`config.mk`:
```
export PLATFORM = sky130hd
export DESIGN_NAME = tls_client_hello_parser
export DESIGN_NICKNAME = d
export VERILOG_FILES = /design/src/sv/tls_chp_pkg.sv /design/src/sv/tls_chp_csr.sv /design/src/sv/tls_chp_step.sv /design/src/sv/tls_client_hello_parser.sv
export VERILOG_INCLUDE_DIRS = /design/src /design/src/sv
export SDC_FILE = /design/constraint.sdc
export NUM_CORES = 1
export LEC_CHECK = 0
export BUFFER_PORTS_ARGS = -buffer_cell sky130_fd_sc_hd__buf_2
export CORE_MARGIN = 2
export CORE_UTILIZATION = 56
export CTS_BUF_LIST = sky130_fd_sc_hd__clkbuf_8 sky130_fd_sc_hd__clkbuf_16
export CTS_CLUSTER_SIZE = 16
export DETAILED_ROUTE_END_ITERATION = 10
export GPL_ROUTABILITY_DRIVEN = 0
export PLACE_DENSITY = 0.73
export SKIP_CTS_REPAIR_TIMING = 1
export SYNTH_ARGS = -nofsm -noshare
export SYNTH_HDL_FRONTEND = slang
export SYNTH_SLANG_ARGS = --single-unit
```
`constraint.sdc`:
```
create_clock -name clock -period 12.7 [get_ports clock]
set_input_delay 0.635 -clock clock [delete_from_list [all_inputs] [get_ports clock]]
set_output_delay 0.635 -clock clock [all_outputs]
set_load 0.05 [all_outputs]
```
`src/sv/tls_client_hello_parser_defines.svh`:
```
// Assertion macros for the ClientHello parser.
`ifndef TLS_CLIENT_HELLO_PARSER_DEFINES_SVH
`define TLS_CLIENT_HELLO_PARSER_DEFINES_SVH

// Same-cycle implication, disabled while reset is high.
`define TCHP_ASSERT_NOW(label, clk, rst, ante, cons, msg) \
   label: assert property (@(posedge clk) disable iff (rst) (ante) |-> (cons)) \
      else $error(msg);

// Next-cycle implication, disabled while reset is high.
`define TCHP_ASSERT_NEXT(label, clk, rst, ante, cons, msg) \
   label: assert property (@(posedge clk) disable iff (rst) (ante) |=> (cons)) \
      else $error(msg);

`endif

```
`src/sv/tls_chp_pkg.sv`:
```
// Shared types and constants of the ClientHello parser.
`default_nettype none
package tls_chp_pkg;

   // Parse phases; the values below the done phase double as field codes
   typedef enum logic [3:0] {
      PH_TYPE    = 4'd0,
      PH_LEN     = 4'd1,
      PH_VER     = 4'd2,
      PH_RAND    = 4'd3,
      PH_SIDLEN  = 4'd4,
      PH_SID     = 4'd5,
      PH_CSLEN   = 4'd6,
      PH_SUITE   = 4'd7,
      PH_COMPLEN = 4'd8,
      PH_COMP    = 4'd9,
      PH_EXTLEN  = 4'd10,
      PH_EXTHDR  = 4'd11,
      PH_EXTBODY = 4'd12,
      PH_IGN     = 4'd13,
      PH_DONE    = 4'd14
   } phase_type;

   // Register indexes of the configuration port
   localparam logic [1:0] CSR_MAX_SID = 2'd0;
   localparam logic [1:0] CSR_MAX_CS  = 2'd1;
   localparam logic [1:0] CSR_MAX_EXT = 2'd2;

   localparam logic [7:0]  MAX_SID_RESET = 8'd32;
   localparam logic [15:0] MAX_CS_RESET  = 16'd256;
   localparam logic [14:0] MAX_EXT_RESET = 15'd8192;

   // Warning bit positions
   localparam int W_SID      = 0;
   localparam int W_CIPHERS  = 1;
   localparam int W_COMP     = 2;
   localparam int W_EXT_SIZE = 3;
   localparam int W_OVERRUN  = 4;
   localparam int W_EXT_RES  = 5;
   localparam int W_LEN_RES  = 6;

   typedef struct packed {
      logic [7:0] data_byte;
      logic       message_start;
   } req_payload_type;

   typedef struct packed {
      logic [3:0]  field_code;
      logic [15:0] field_offset;
      logic        message_last;
      logic [6:0]  warning_bits;
   } rsp_payload_type;

   typedef struct packed {
      logic [7:0]  max_session_id_len;
      logic [15:0] max_cipher_list_len;
      logic [14:0] max_extensions_len;
   } cfg_type;

   // Parser state carried from byte to byte; budget is two's complement
   typedef struct packed {
      phase_type   phase;
      logic [15:0] field_counter;
      logic [23:0] message_remaining;
      logic [7:0]  session_id_count;
      logic [15:0] cipher_list_count;
      logic [7:0]  compression_count;
      logic [16:0] extensions_budget;
      logic [15:0] extension_remaining;
      logic [15:0] length_assembly;
      logic [6:0]  warning_flags;
   } parse_state_type;

   localparam parse_state_type STATE_CLEAR = '{
      phase:               PH_TYPE,
      field_counter:       16'd0,
      message_remaining:   24'd0,
      session_id_count:    8'd0,
      cipher_list_count:   16'd0,
      compression_count:   8'd0,
      extensions_budget:   17'd0,
      extension_remaining: 16'd0,
      length_assembly:     16'd0,
      warning_flags:       7'd0
   };

endpackage
`default_nettype wire

```
`src/sv/tls_chp_csr.sv`:
```
// Configuration registers of the ClientHello parser.
`default_nettype none
module tls_chp_csr (
   input  wire logic               clock,
   input  wire logic               reset,
   input  wire logic               csr_wen,
   input  wire logic [1:0]         csr_index,
   input  wire logic [15:0]        csr_wdata,
   output tls_chp_pkg::cfg_type    cfg
);

   tls_chp_pkg::cfg_type cfg_ff, cfg_in;

   // Register write decode; unknown indexes are dropped
   always_comb begin
      cfg_in = cfg_ff;
      if (csr_wen) begin
         case (csr_index)
            tls_chp_pkg::CSR_MAX_SID: cfg_in.max_session_id_len  = csr_wdata[7:0];
            tls_chp_pkg::CSR_MAX_CS:  cfg_in.max_cipher_list_len = csr_wdata;
            tls_chp_pkg::CSR_MAX_EXT: cfg_in.max_extensions_len  = csr_wdata[14:0];
            default: cfg_in = cfg_ff;
         endcase
      end
   end

   always_ff @(posedge clock) begin
      if (reset) begin
         cfg_ff.max_session_id_len  <= tls_chp_pkg::MAX_SID_RESET;
         cfg_ff.max_cipher_list_len <= tls_chp_pkg::MAX_CS_RESET;
         cfg_ff.max_extensions_len  <= tls_chp_pkg::MAX_EXT_RESET;
      end else begin
         cfg_ff <= cfg_in;
      end
   end

   assign cfg = cfg_ff;

endmodule
`default_nettype wire

```
`src/sv/tls_chp_step.sv`:
```
// Per-byte tagging logic: current state and byte in, next state and result out.
`default_nettype none
module tls_chp_step (
   input  wire tls_chp_pkg::parse_state_type cur_state,
   input  wire tls_chp_pkg::req_payload_type request,
   input  wire tls_chp_pkg::cfg_type         cfg,
   output tls_chp_pkg::parse_state_type      nxt_state,
   output tls_chp_pkg::rsp_payload_type      result
);

   tls_chp_pkg::parse_state_type st;
   logic [7:0]  b;
   logic [15:0] off;
   logic [15:0] off_inc;
   logic [15:0] v;
   logic [17:0] diff;
   logic [23:0] mr_dec;
   logic [7:0]  sid_dec;
   logic [15:0] cs_dec;
   logic [7:0]  comp_dec;
   logic [15:0] er_dec;
   logic        boundary;
   logic        body;
   logic        last;

   // Start of message wipes the state before the byte is taken
   assign st  = request.message_start ? tls_chp_pkg::STATE_CLEAR : cur_state;
   assign b   = request.data_byte;
   assign off = st.field_counter;
   assign v   = {st.length_assembly[7:0], b};

   assign off_inc  = (off != 16'hFFFF) ? off + 16'd1 : off;
   assign mr_dec   = (st.message_remaining != 24'd0) ? st.message_remaining - 24'd1 : 24'd0;
   assign sid_dec  = (st.session_id_count != 8'd0) ? st.session_id_count - 8'd1 : 8'd0;
   assign cs_dec   = (st.cipher_list_count != 16'd0) ? st.cipher_list_count - 16'd1 : 16'd0;
   assign comp_dec = (st.compression_count != 8'd0) ? st.compression_count - 8'd1 : 8'd0;
   assign er_dec   = (st.extension_remaining != 16'd0) ?
                     st.extension_remaining - 16'd1 : 16'd0;
   // Budget minus body length minus the four header bytes
   assign diff = {st.extensions_budget[16], st.extensions_budget} - {2'b00, v} - 18'd4;

   // Phase handling and message end
   always_comb begin
      nxt_state = st;
      nxt_state.field_counter = off_inc;
      boundary = 1'b0;
      body = 1'b1;
      last = 1'b0;
      case (st.phase)
         tls_chp_pkg::PH_TYPE: begin
            body = 1'b0;
            nxt_state.phase = tls_chp_pkg::PH_LEN;
            nxt_state.field_counter = 16'd0;
         end
         tls_chp_pkg::PH_LEN: begin
            body = 1'b0;
            if (off < 16'd2) begin
               nxt_state.length_assembly = {st.length_assembly[7:0], b};
            end else begin
               nxt_state.message_remaining = {st.length_assembly, b};
               nxt_state.field_counter = 16'd0;
               if ({st.length_assembly, b} == 24'd0) begin
                  last = 1'b1;
                  nxt_state.warning_flags[tls_chp_pkg::W_LEN_RES] = 1'b1;
                  nxt_state.phase = tls_chp_pkg::PH_DONE;
               end else begin
                  nxt_state.phase = tls_chp_pkg::PH_VER;
               end
            end
         end
         tls_chp_pkg::PH_VER: begin
            if (off >= 16'd1) begin
               nxt_state.phase = tls_chp_pkg::PH_RAND;
               nxt_state.field_counter = 16'd0;
            end
         end
         tls_chp_pkg::PH_RAND: begin
            if (off >= 16'd31) begin
               nxt_state.phase = tls_chp_pkg::PH_SIDLEN;
               nxt_state.field_counter = 16'd0;
            end
         end
         tls_chp_pkg::PH_SIDLEN: begin
            nxt_state.session_id_count = b;
            if (b > cfg.max_session_id_len) nxt_state.warning_flags[tls_chp_pkg::W_SID] = 1'b1;
            nxt_state.phase = (b != 8'd0) ? tls_chp_pkg::PH_SID : tls_chp_pkg::PH_CSLEN;
            nxt_state.field_counter = 16'd0;
         end
         tls_chp_pkg::PH_SID: begin
            nxt_state.session_id_count = sid_dec;
            if (sid_dec == 8'd0) begin
               nxt_state.phase = tls_chp_pkg::PH_CSLEN;
               nxt_state.field_counter = 16'd0;
            end
         end
         tls_chp_pkg::PH_CSLEN: begin
            if (off == 16'd0) begin
               nxt_state.length_assembly = {8'd0, b};
            end else begin
               if (v > cfg.max_cipher_list_len)
                  nxt_state.warning_flags[tls_chp_pkg::W_CIPHERS] = 1'b1;
               // odd lengths drop the trailing byte
               nxt_state.cipher_list_count = {v[15:1], 1'b0};
               nxt_state.phase = (v[15:1] != 15'd0) ?
                                 tls_chp_pkg::PH_SUITE : tls_chp_pkg::PH_COMPLEN;
               nxt_state.field_counter = 16'd0;
            end
         end
         tls_chp_pkg::PH_SUITE: begin
            nxt_state.cipher_list_count = cs_dec;
            if (cs_dec == 16'd0) begin
               nxt_state.phase = tls_chp_pkg::PH_COMPLEN;
               nxt_state.field_counter = 16'd0;
            end
         end
         tls_chp_pkg::PH_COMPLEN: begin
            nxt_state.compression_count = b;
            if (b > 8'd1) nxt_state.warning_flags[tls_chp_pkg::W_COMP] = 1'b1;
            nxt_state.phase = (b != 8'd0) ? tls_chp_pkg::PH_COMP : tls_chp_pkg::PH_EXTLEN;
            nxt_state.field_counter = 16'd0;
         end
         tls_chp_pkg::PH_COMP: begin
            nxt_state.compression_count = comp_dec;
            if (comp_dec == 8'd0) begin
               nxt_state.phase = tls_chp_pkg::PH_EXTLEN;
               nxt_state.field_counter = 16'd0;
            end
         end
         tls_chp_pkg::PH_EXTLEN: begin
            if (off == 16'd0) begin
               nxt_state.length_assembly = {8'd0, b};
            end else begin
               // signed 16-bit length, sign extended into the budget
               nxt_state.extensions_budget = {v[15], v};
               if (!v[15] && (v[14:0] > cfg.max_extensions_len))
                  nxt_state.warning_flags[tls_chp_pkg::W_EXT_SIZE] = 1'b1;
               nxt_state.phase = tls_chp_pkg::PH_EXTHDR;
               nxt_state.field_counter = 16'd0;
               boundary = 1'b1;
            end
         end
         tls_chp_pkg::PH_EXTHDR: begin
            if (off == 16'd2) begin
               nxt_state.length_assembly = {8'd0, b};
            end else if (off >= 16'd3) begin
               nxt_state.extension_remaining = v;
               // saturate at -65536
               if (diff[17:16] == 2'b10) nxt_state.extensions_budget = 17'h10000;
               else nxt_state.extensions_budget = diff[16:0];
               boundary = (v == 16'd0);
               nxt_state.field_counter = 16'd0;
               if (diff[17]) nxt_state.phase = tls_chp_pkg::PH_IGN;
               else if (v != 16'd0) nxt_state.phase = tls_chp_pkg::PH_EXTBODY;
               else nxt_state.phase = tls_chp_pkg::PH_EXTHDR;
            end
         end
         tls_chp_pkg::PH_EXTBODY: begin
            nxt_state.extension_remaining = er_dec;
            if (er_dec == 16'd0) begin
               nxt_state.phase = tls_chp_pkg::PH_EXTHDR;
               nxt_state.field_counter = 16'd0;
               boundary = 1'b1;
            end
         end
         tls_chp_pkg::PH_IGN: begin
            // still counts down the body that overdrew the budget
            if (st.extension_remaining != 16'd0) begin
               nxt_state.extension_remaining = er_dec;
               boundary = (er_dec == 16'd0);
            end
         end
         default: begin
            // past the declared end: overrun
            body = 1'b0;
            nxt_state.warning_flags[tls_chp_pkg::W_OVERRUN] = 1'b1;
            nxt_state.phase = tls_chp_pkg::PH_DONE;
         end
      endcase

      // Message end on a body byte
      if (body) begin
         nxt_state.message_remaining = mr_dec;
         if (mr_dec == 24'd0) begin
            last = 1'b1;
            if (nxt_state.extensions_budget != 17'd0)
               nxt_state.warning_flags[tls_chp_pkg::W_EXT_RES] = 1'b1;
            if (!boundary) nxt_state.warning_flags[tls_chp_pkg::W_LEN_RES] = 1'b1;
            nxt_state.phase = tls_chp_pkg::PH_DONE;
            nxt_state.field_counter = 16'd0;
         end
      end
   end

   // Result for this byte
   always_comb begin
      result.field_code   = (st.phase == tls_chp_pkg::PH_DONE) ?
                            tls_chp_pkg::PH_IGN : st.phase;
      result.field_offset = off;
      result.message_last = last;
      result.warning_bits = nxt_state.warning_flags;
   end

endmodule
`default_nettype wire

```
`src/sv/tls_client_hello_parser.sv`:
```
// Top level of the ClientHello byte tagger: request register, parser state, result register.
//
//   channel   direction  handshake           payload
//   req_      in         req_valid/req_stall req_payload (data_byte, message_start)
//   rsp_      out        rsp_valid/rsp_stall rsp_payload (code, offset, last, warnings)
//   csr_      in         csr_wen             csr_index, csr_wdata
//
// One request per cycle unless rsp_stall backs up; each result waits in the result register.
// The state update for a byte happens as it moves from the request register to the
// result register, one short step of counter and phase logic.
// A stalled result holds the request register; req_stall rises only when both are full.
// Synchronous reset clears the state to the type phase and loads register defaults.
`default_nettype none
`include "tls_client_hello_parser_defines.svh"
module tls_client_hello_parser (
   input  wire logic                            clock,
   input  wire logic                            reset,
   input  wire logic                            req_valid,
   output logic                                 req_stall,
   input  wire tls_chp_pkg::req_payload_type    req_payload,
   output logic                                 rsp_valid,
   input  wire logic                            rsp_stall,
   output tls_chp_pkg::rsp_payload_type         rsp_payload,
   input  wire logic                            csr_wen,
   input  wire logic [1:0]                      csr_index,
   input  wire logic [15:0]                     csr_wdata
);

   tls_chp_pkg::cfg_type          cfg;
   tls_chp_pkg::req_payload_type  in_ff;
   logic                          in_valid_ff, in_valid_in;
   tls_chp_pkg::parse_state_type  state_ff, state_in;
   tls_chp_pkg::rsp_payload_type  out_ff, result;
   logic                          out_valid_ff, out_valid_in;
   logic                          advance;

   tls_chp_csr u_csr (
      .clock     (clock),
      .reset     (reset),
      .csr_wen   (csr_wen),
      .csr_index (csr_index),
      .csr_wdata (csr_wdata),
      .cfg       (cfg)
   );

   tls_chp_step u_step (
      .cur_state (state_ff),
      .request   (in_ff),
      .cfg       (cfg),
      .nxt_state (state_in),
      .result    (result)
   );

   // Handshake: the request stage moves on whenever the result stage is free or not stalled
   assign advance      = in_valid_ff && (!out_valid_ff || !rsp_stall);
   assign req_stall    = in_valid_ff && !advance;
   assign in_valid_in  = req_stall ? in_valid_ff : req_valid;
   assign out_valid_in = advance ? 1'b1 : (out_valid_ff && rsp_stall);

   // Control registers
   always_ff @(posedge clock) begin
      if (reset) begin
         in_valid_ff  <= 1'b0;
         out_valid_ff <= 1'b0;
         state_ff     <= tls_chp_pkg::STATE_CLEAR;
      end else begin
         in_valid_ff  <= in_valid_in;
         out_valid_ff <= out_valid_in;
         if (advance) state_ff <= state_in;
      end
   end

   // Payload registers
   always_ff @(posedge clock) begin
      if (req_valid && !req_stall) in_ff <= req_payload;
      if (advance) out_ff <= result;
   end

   assign rsp_valid   = out_valid_ff;
   assign rsp_payload = out_ff;

   // Checks
   `TCHP_ASSERT_NOW(a_stall_only_full, clock, reset, req_stall,
      in_valid_ff && out_valid_ff && rsp_stall, "request stall without both stages full")
   `TCHP_ASSERT_NEXT(a_held_request_kept, clock, reset, in_valid_ff && !advance,
      in_valid_ff && $stable(in_ff), "held request lost or changed")
   `TCHP_ASSERT_NEXT(a_done_after_last, clock, reset, advance && result.message_last,
      state_ff.phase == tls_chp_pkg::PH_DONE, "parser not done after message end")
   `TCHP_ASSERT_NEXT(a_warnings_sticky, clock, reset,
      advance && !in_ff.message_start,
      (state_ff.warning_flags & $past(state_ff.warning_flags)) ==
      $past(state_ff.warning_flags), "warning cleared within a message")

endmodule
`default_nettype wire
```
Word-level counts from Yosys, hierarchy flattened

Index checks and enable logic that the tools add are counted.

Mux-type cells: 75
Div/mod/pow operators: 0
Bitwise logic cells: 0
Add/subtract/negate cells: 8
Equal/unequal tests: 19
Shifts and indexed selects: 0
Magnitude comparators: 8
Reductions and logical operators: 37
$mul: 0

Operators with widths:

| operator              | count |
|---|---|
| $mux 20               | 11 |
| $pmux 16 s11          | 1 |
| $mux 132              | 1 |
| $mux 16               | 8 |
| $pmux 16 s3           | 2 |
| $mux 44               | 2 |
| $mux 33               | 2 |
| $logic_not 16->1      | 4 |
| $pmux 4 s14           | 1 |
| $logic_not 24->1      | 2 |
| $mux 24               | 2 |
| $reduce_bool 16->1    | 3 |
| $mux 17               | 2 |
| $pmux 17 s2           | 1 |
| $pmux 16 s2           | 1 |
| $pmux 8 s2            | 2 |
| $sub 16x1->16 const B | 2 |
| $eq 4x4->1 const B    | 7 |
| $mux 1                | 28 |
| $reduce_bool 24->1    | 1 |
| $reduce_bool 8->1     | 3 |
| $sub 24x1->24 const B | 1 |
| $sub 17x17->18        | 1 |
| $sub 18x3->18 const B | 1 |
| other kinds (35)      | 58 |

Latch bits: 0
Output and inout bits: 30
Register bits: 210
Logic and storage cells: 168
Memory bits (read-only): 0
Memories kept: 0
Bits of input ports: 32
RAM bits: 0

Logic depth before layout (Yosys ltp)

Gate-level depths: netlist of the first run.

Depth in word-level cells: 12
Mapped depth: 23
Gate-level depth less buffers: 15

Hierarchy

From an unflattened synthesis of the first run, not the netlist that was laid out.

Cells, all modules: 2119
Area total of the unflattened synthesis: 16937.5 sq um

By module, submodules not included:

| module                  | cells an instance | sequential area each (sq um) | instances | area each (sq um) |
|---|---|---|---|---|
| tls_chp_step            | 1349              | 0.0                          | 1         | 8180.3 |
| tls_client_hello_parser | 619               | 3793.6                       | 1         | 7130.6 |
| tls_chp_csr             | 151               | 780.7                        | 1         | 1626.6 |

Worst setup path before layout of the first run

Ideal clock, no wire load.

Path kind: register to register
Start: register in_ff[0] in the netlist's numbering
End: register out_ff, in the netlist rsp_payload[5], data pin
Data arrival time: 5.030 ns
Slack: 7.404 ns
Buffers on the path: 8
Data required time: 12.434 ns
Setup time: 0.266 ns
Stages on the path, launching flop included: 23
Period minus slack after synthesis: 5.296 ns
Path through: edfxtp_1 -> buf_2 -> buf_2 -> buf_2 -> inv_1 -> buf_2 -> buf_2 -> buf_1 -> clkbuf_1 -> clkbuf_1 -> nand2_1 -> ha_1 -> inv_1 -> fa_1 -> a211oi_1 -> o31ai_1 -> o31ai_1 -> o31ai_1 -> xor2_1 -> o21ai_0 -> a31oi_1 -> nor4b_1 -> o2bb2ai_1

RTL lines:

| item                   | RTL line                      | source |
|---|---|---|
| from (decl)            | tls_client_hello_parser.sv:30 | `tls_chp_pkg::req_payload_type in_ff;` |
| from (signal assigned) | tls_client_hello_parser.sv:75 | `if (req_valid && !req_stall) in_ff <= req_payload;` |
| to (signal assigned)   | tls_client_hello_parser.sv:76 | `if (advance) out_ff <= result;` |
| to (decl)              | tls_client_hello_parser.sv:33 | `tls_chp_pkg::rsp_payload_type out_ff, result;` |

==> results of run 1 <==
-- flip-flops by register name, indices dropped and copies added (netlist names) --
name and count:
state_ff 132, in_ff 9, u_csr.cfg 39, rsp_payload 28
in_valid_ff 1, rsp_valid 1
-- worst max path at each step --
stage          slack, ns  startpoint  cells past startpoint        endpoint
3_3_place_gp        7.48    in_ff[0]                     17  rsp_payload[5]
3_5_place_dp        7.23    in_ff[0]                     16  rsp_payload[5]
2_1_floorplan       7.40    in_ff[0]                     22  rsp_payload[5]
5_1_grt             6.73    in_ff[0]                     16  rsp_payload[5]
6_report            7.04    in_ff[0]                     16  rsp_payload[5]
4_1_cts             7.19    in_ff[0]                     16  rsp_payload[5]
-- layout by cell type, fill, tap and decap left out, types with 37 or more instances in the layout --
master / netlist / layout
nor2_1: 230 / 229
nand2_1: 213 / 212
dfxtp_1: 173 / 173
a21oi_1: 157 / 157
o21ai_0: 113 / 113
inv_1: 101 / 106
ha_1: 80 / 80
nor3_1: 77 / 77
buf_2: 17 / 60
nand3_1: 48 / 48
a22oi_1: 48 / 48
nor2b_1: 43 / 43
edfxtp_1: 37 / 37
-- power by group --
group | internal [mW] | leakage (nW) | switching [mW] | total [mW]
Clock | 0.434 | 0.437 | 0.294 | 0.728
Combinational | 0.113 | 4.02 | 0.218 | 0.330
Sequential | 0.700 | 1.75 | 0.0226 | 0.722
Total | 1.25 | 6.21 | 0.534 | 1.78
-- synth_stat cells (all sizes together), types with 25 or more instances --
master,instances
nor2b,43
nand4,26
a22oi,48
buf,32
a31oi,25
ha,80
nand2,213
edfxtp,37
inv,101
a21oi,157
dfxtp,173
nand3,49
o21ai,120
nor3,78
clkbuf,105
nor4,34
nor2,230
-- critical path, stage by stage, from the launching register on --
cell and delay, ns:
edfxtp_1 0.38, buf_4 0.39, inv_2 0.32, buf_4 0.57, nand2_1 0.23, xor2_1 0.19
ha_1 0.26, fa_1 0.42, a211oi_1 0.32, o31ai_1 0.18, o31ai_1 0.33, o31ai_1 0.18
xor2_1 0.26, o21ai_0 0.56, a31oi_1 0.10, nor4b_1 0.56, o2bb2ai_1 0.11
-- cell type report --
cell class,count,area (µm²)
clock buffer,29,703
timing repair buffer,88,510
sequential,210,4570
clock inverter,16,131
inverter,102,385
multi-input combinational,1509,9230
tap,335,419
fill,2378,10000
-- logic make-up after synthesis --
group                      share of synthesized area
AOI/OAI and AO/OA                              0.255
xor gates and xnor gates                      0.0238
adders and majority gates                     0.0700
buffers and inverters                         0.0644
DFF                                            0.310
muxes                                         0.0136
and+or+nand+nor                                0.263
-- per-stage QoR --
| step | hold slack (ns) | std cells |
|---|---|---|
| global placement | 0.444 | 2244 |
| detailed placement | 0.448 | 2244 |
| CTS | 0.277 | 2289 |
| global route | 0.284 | 2289 |
| floorplan | 0.432 | 1958 |
| finish | 0.286 | 2289 |
-- metal layers --
layer	part of all wire	up-vias	wire [µm]	global-route usage
met5	0	-	0	0
met2	0.44	780	20000	0.502
li1	-	7081	-	-
met4	0.047	0	2110	0.137
met3	0.093	143	4220	0.0498
met1	0.42	6989	19100	0.438
==> results_dict.tcl, run 1 <==
set metrics [dict create \
    yosys.area.top_type "dfxtp_1" \
    placed_area_um2 15100 \
    synth_edf_count 37 \
    synth.net_count 2071 \
    drc 0 \
    cts_tree "yes" \
    vdd_ir_drop_max_uv 135 \
    p_total_mw 1.78 \
    synth_top_area_frac 0.235 \
    worst_pin_slew_ns 1.23 \
    setup_violations 0 \
    path_max_fanout 73 \
    area_growth_pct 8.23 \
    vias 15000 \
    min_from "req_payload[6]" \
    ant_nets 0 \
    finalInstanceArea_um2 16000 \
    grt_max_degree 74 \
    dieArea_um2 27600 \
    hpwl_um 30700 \
    ys_seq_area_frac 0.310 \
    die_w_um 166 \
    drt-pass1-iter-count 7 \
    drt_iter0_drc 1915 \
    reg2reg_slack_ns 7.04 \
    layout-drive-gt1-share 0.0814 \
    fin_crit_sh 0.446 \
    worstReg2RegEnd "rsp_payload[5]" \
    max-slew-margin-rel 0.173 \
    numCtsBuffers 25 \
    antenna_cells 0 \
    timing.final.ws_setup_ns 7.04 \
    cp.required_ns 12.95 \
    max_cap_viol_count 0 \
    antenna_found_initial 0 \
    grt_pass1_vias 13800 \
    synth_cells 1958 \
    netlist_top_cells_area "dfxtp_1 23%, edfxtp_1 7.5%, ha_1 6.8%" \
    clkLatencyLatePin_ns 0.54 \
    nets 2049 \
    skew_ns 0.0205 \
    pre_cts_slack_ns 7.23 \
    path_class "flip-flop to flip-flop" \
    endpoint_kind "flip-flop" \
    synth_cell_types 90 \
    clock-root-buffer "clkbuf_16" \
    cellLeakagePower_nw 6.21 \
    grt_pass1_wl_um 73300 \
    io_pins 62 \
    grt_overflow 0 \
    syn_area_um2 14700 \
    utilization 0.614 \
    clockBufferDepth 3 \
    rows 59 \
    report.final.slew_viol_count 0 \
    io_buffer_count 61 \
    fmax_mhz 177 \
    start_util 0.567 \
    timing.setup.tns_ns 0 \
    timing.rr.start "in_ff[0]" \
    die_height_um 166 \
    wire_per_inst_um 19.8 \
    start_kind "flip-flop" \
    hold_end "in_ff[6]" \
    fin_crit_ns 5.66 \
    rr_worst_depth 16 \
    status "finished clean" \
    min_path_type "input pin to flip-flop" \
    via_per_inst 6.55 \
    cts-htree-levels 1 \
    p_per_area_nw_per_um2 112 \
    synthArstFlopShare 0 \
    avgSynthCellArea_um2 7.53 \
    wirelength_um 45400 \
    cts_sinks 210 \
    ys_ff_latch 210 \
    design.core.area_um2 26000 \
    whs_path_depth 1 \
    final-hold-violation-count 0 \
    rsz0062_at_grt "false" \
    ys.flop_type "dfxtp_1" \
    clk_pin_slew_ns 0.06 \
    cp_data_arrival_time_ns 5.91 \
    track_usage 0.319 \
    yosysWarnings 0 \
]
(Power assumes the default switching activity.)
==> run 2: changes to the inputs <==
PLACE_DENSITY = 0.76   (was 0.73)
clock period = 4.6 ns   (was 12.7 ns; I/O delays follow)
==> run 2 against run 1 <==
- utilization up 2.0 points
- clock-buffer cell count shrank 3
- highest routed layer unchanged
- final cell count rose by 2.3%
- maximum frequency is 29% higher
==> results_dict.tcl, run 2 (synthesis results as in run 1) <==
set metrics [dict create \
    status "finished clean" \
    vdd_ir_drop_max_uv 435 \
    min_path_type "input pin to flip-flop" \
    endpoint_kind "flip-flop" \
    cp-startpoint "in_ff[0]" \
    wire_per_inst_um 20.0 \
    start_kind "flip-flop" \
    wirelength_um 46800 \
    min_from "csr_index[0]" \
    die_w_um 166 \
    timing.final.ws_setup_ns 0.223 \
    final-hold-violation-count 0 \
    final_cell_mix "229 x nor2_1, 212 x nand2_1, 173 x dfxtp_1" \
    layout_commonest_cell "nor2_1" \
    start_util 0.567 \
    multi_input_area_um2 9260 \
    pre_cts_slack_ns 0.242 \
    layout-drive-gt1-share 0.0952 \
    n_fill_cell 2265 \
    max_cap_viol_count 0 \
    drt-pass1-iter-count 7 \
    track_usage 0.318 \
    grt_pass1_wl_um 73300 \
    grt_pass1_vias 14100 \
    clkLatencyLatePin_ns 0.54 \
    largest_reg_flops 132 \
    p_total_mw 5.01 \
    regMostFlops "state_ff" \
    path_max_fanout 19 \
    area_growth_pct 11.7 \
    fin_crit_ns 4.38 \
    clk_pin_slew_ns 0.06 \
    io_buffer_count 61 \
    ant_nets 0 \
    rsz0062_at_grt "false" \
    worst_pin_slew_ns 1.19 \
    timing.setup.tns_ns 0 \
    cts-htree-levels 1 \
    drc 0 \
    skew_ns 0.0176 \
    hpwl_um 31500 \
    dieArea_um2 27600 \
    cellLeakagePower_nw 6.45 \
    via_per_inst 6.60 \
    design.core.area_um2 26000 \
    clockBufferDepth 3 \
    cp.required_ns 5.01 \
    p_per_area_nw_per_um2 304 \
    die_height_um 166 \
    io_pins 62 \
    drt_iter0_drc 2056 \
    vias 15500 \
    clock-root-buffer "clkbuf_16" \
    cts_tree "yes" \
    timing.rr.start "in_ff[0]" \
    nets 2100 \
    fin_crit_sh 0.952 \
    reg2reg_slack_ns 0.22 \
    max-slew-margin-rel 0.202 \
    rows 59 \
    placed_area_um2 15300 \
    seqCellArea_um2 4570 \
    antenna_found_initial 0 \
    setup_violations 0 \
    numCtsBuffers 25 \
    fmax_mhz 228 \
    grt_max_degree 84 \
    cp_data_arrival_time_ns 4.79 \
    path_class "flip-flop to flip-flop" \
    report.final.slew_viol_count 0 \
    finalInstanceArea_um2 16500 \
    antenna_cells 0 \
    cts_sinks 210 \
    grt_overflow 0 \
]
[run 2: changes by cell type in the layout (fill, tap and decap cells not counted), sizes merged]
cell,previous run,this run
inv,108,106
clkbuf,29,26
dlygate4sd3,0,27
clkinv,7,11
buf,88,112
bufinv,2,4
[run 2: metal layers]
layer  vias up  track usage  share of wire
li1       7184            -              -
met1      7191        0.421           0.40
met2       904        0.504           0.44
met3       177       0.0558           0.10
met4         0        0.154          0.052
met5         -            0              0
[run 2: path summary, 6_finish.rpt]
kind / to / depth (start not counted)
hold reg to reg: u_csr.cfg[29] / 2
setup / recovery: state_ff[127] / 13
setup reg to reg: state_ff[127] / 13
hold / removal: u_csr.cfg[36] / 4
[run 2: final cells by class]
type,instances,area share
multi-input cells,1509,0.562
flip-flops and latches,210,0.278
repair buffers,139,0.0599
clock buffers,26,0.0388
well taps,335,0.0255
inverters,102,0.0234
clock inverters,20,0.0128
[run 2: worst max-delay path, cell delays in order, from the launching register on]
cell and delay, ns:
edfxtp_1 0.44, inv_2 0.37, nand2_1 0.22, ha_1 0.36, xor2_1 0.17, or4b_1 0.50
o32a_1 0.30, or4_4 0.52, a2111oi_2 0.38, o21a_1 0.21, a2111oi_4 0.13, buf_4 0.22
and3_1 0.15, a221o_1 0.25
[run 2: where the power goes]
part / total [mW] / switching, mW / internal, mW
sequential: 2.00 / 0.0644 / 1.93
clock: 2.06 / 0.823 / 1.23
combinational: 0.959 / 0.618 / 0.341
[run 2: stage by stage]
stage	utilization	std cells	hold WS, ns
2_1_floorplan	-	1958	0.329
3_3_place_gp	0.589	2265	0.407
3_5_place_dp	0.589	2265	0.410
4_1_cts	0.622	2311	-0.147
5_1_grt	0.634	2341	0.287
6_report	0.634	2341	0.236
==> run 3: changes to the inputs <==
RECOVER_POWER = 100   (was not set)
TNS_END_PERCENT = 30   (was not set)
==> run 3 against run 2 <==
- the run now ends with capacitance limit left
- largest cell class unchanged
- clock-buffer cell count did not move
- setup slack got worse by 0.043 ns
- die area did not move
==> results_dict.tcl, run 3 (synthesis results as in run 1) <==
set metrics [dict create \
    status "complete, but fails checks" \
    violations "capacitance limit" \
    layout-drive-gt1-share 0.0739 \
    antenna_cells 0 \
    worst_pin_slew_ns 1.48 \
    dp_cells 2265 \
    nets 2097 \
    skew_ns 0.0196 \
    clk_pin_slew_ns 0.06 \
    wirelength_um 46700 \
    antenna_found_initial 0 \
    cts-htree-levels 1 \
    pwr-share-seq 0.399 \
    whs_path_depth 4 \
    drt-pass1-iter-count 6 \
    p_total_mw 5.00 \
    grt_pass1_vias 14100 \
    cts_sinks 210 \
    utilization 0.630 \
    report.final.slew_viol_count 0 \
    hpwl_um 31500 \
    p_comb_frac 0.190 \
    vdd_ir_drop_max_uv 435 \
    die_w_um 166 \
    fin_crit_sh 0.961 \
    cp.required_ns 5.02 \
    numCtsBuffers 25 \
    pre_cts_slack_ns 0.242 \
    cts_tree "yes" \
    design.core.area_um2 26000 \
    ant_nets 0 \
    rows 59 \
    final_cell_mix "230 x nor2_1, 213 x nand2_1, 173 x dfxtp_1" \
    path_class "flip-flop to flip-flop" \
    drt_iter0_drc 2073 \
    min_path_type "input pin to flip-flop" \
    cp_data_arrival_time_ns 4.84 \
    rsz0062_at_grt "true" \
    layout_commonest_cell "nor2_1" \
    clkLatencyLatePin_ns 0.54 \
    grt_max_degree 84 \
    fmax_mhz 226 \
    p_sw_mw 1.50 \
    rr_worst_depth 13 \
    dieArea_um2 27600 \
    grt_overflow 0 \
    timing.hold.ws_ns 0.234 \
    path_max_fanout 19 \
    timing.final.ws_setup_ns 0.180 \
    p_per_area_nw_per_um2 305 \
    cellLeakagePower_nw 6.32 \
    wire_per_inst_um 20.0 \
    final-hold-violation-count 0 \
    die_height_um 166 \
    io_buffer_count 61 \
    pwr-share-clk 0.411 \
    grt_pass1_wl_um 73300 \
    io_pins 62 \
    max-slew-margin-rel 0.00559 \
    final_cells 2338 \
    track_usage 0.318 \
    via_per_inst 6.62 \
    vias 15500 \
    fin_crit_ns 4.42 \
    start_kind "flip-flop" \
    intPower_mw 3.50 \
    largest_reg_flops 132 \
    start_util 0.567 \
    regMostFlops "state_ff" \
    area_growth_pct 11.1 \
    endpoint_kind "flip-flop" \
    max_cap_viol_count 1 \
    drc 0 \
    setup_violations 0 \
    clock-root-buffer "clkbuf_16" \
    netSwitchingFraction 0.300 \
    clockBufferDepth 3 \
]
run 3: changes by cell type in the layout (fill, tap and decap cells not counted), moves of 2 or more:
cell,delta
clkbuf_1,+37
buf_2,-31
buf_4,-9
o21ai_0,+2
o21ai_1,-2
run 3: layer usage:
metal,vias up,part of all wire,global-route usage
li1,7178,-,-
met4,0,0.053,0.154
met3,178,0.10,0.0558
met2,889,0.44,0.504
met1,7241,0.40,0.421
met5,-,0,0
run 3: path summary, 6_finish.rpt:
path / from / endpoint / slack, ns
worst min register to register: u_csr.cfg[10] / u_csr.cfg[10] / 0.46
worst max register to register: in_ff[0] / state_ff[113] / 0.18
worst min-delay path: csr_index[0] / u_csr.cfg[36] / 0.23
worst max-delay path: in_ff[0] / state_ff[113] / 0.18
run 3: worst max-delay path: stages, from the launching register on:
cell	delay, ns
edfxtp_1	0.44
inv_2	0.37
nand2_1	0.22
ha_1	0.36
xor2_1	0.18
or4b_1	0.51
o32a_1	0.30
or4_4	0.51
a2111oi_2	0.37
o21a_1	0.21
a2111oi_4	0.18
buf_4	0.28
a21o_1	0.16
a32o_1	0.19
run 3: power by group through the flow:
stage	combinational (mW)	clock (mW)	sequential, mW
after floorplan	0.649	0	2.05
after global placement	0.884	0	2.03
after detailed placement	0.901	0	2.03
after CTS	0.907	2.07	1.99
after global routing	1.04	2.14	2.00
final	0.952	2.05	2.00
run 3: metrics by stage:
stage | cell area, µm² | TNS (ns)
2_1_floorplan | 14800 | 0
3_3_place_gp | 15300 | 0
3_5_place_dp | 15300 | 0
4_1_cts | 16200 | 0
5_1_grt | 16400 | -0.0174
6_report | 16400 | 0
run 3: cell type report:
type	instances	area, µm²
fill	2287	9600
multi-input combinational	1509	9250
sequential	210	4570
timing repair buffer	136	902
clock buffer	26	639
tap	335	419
inverter	102	385
clock inverter	20	210
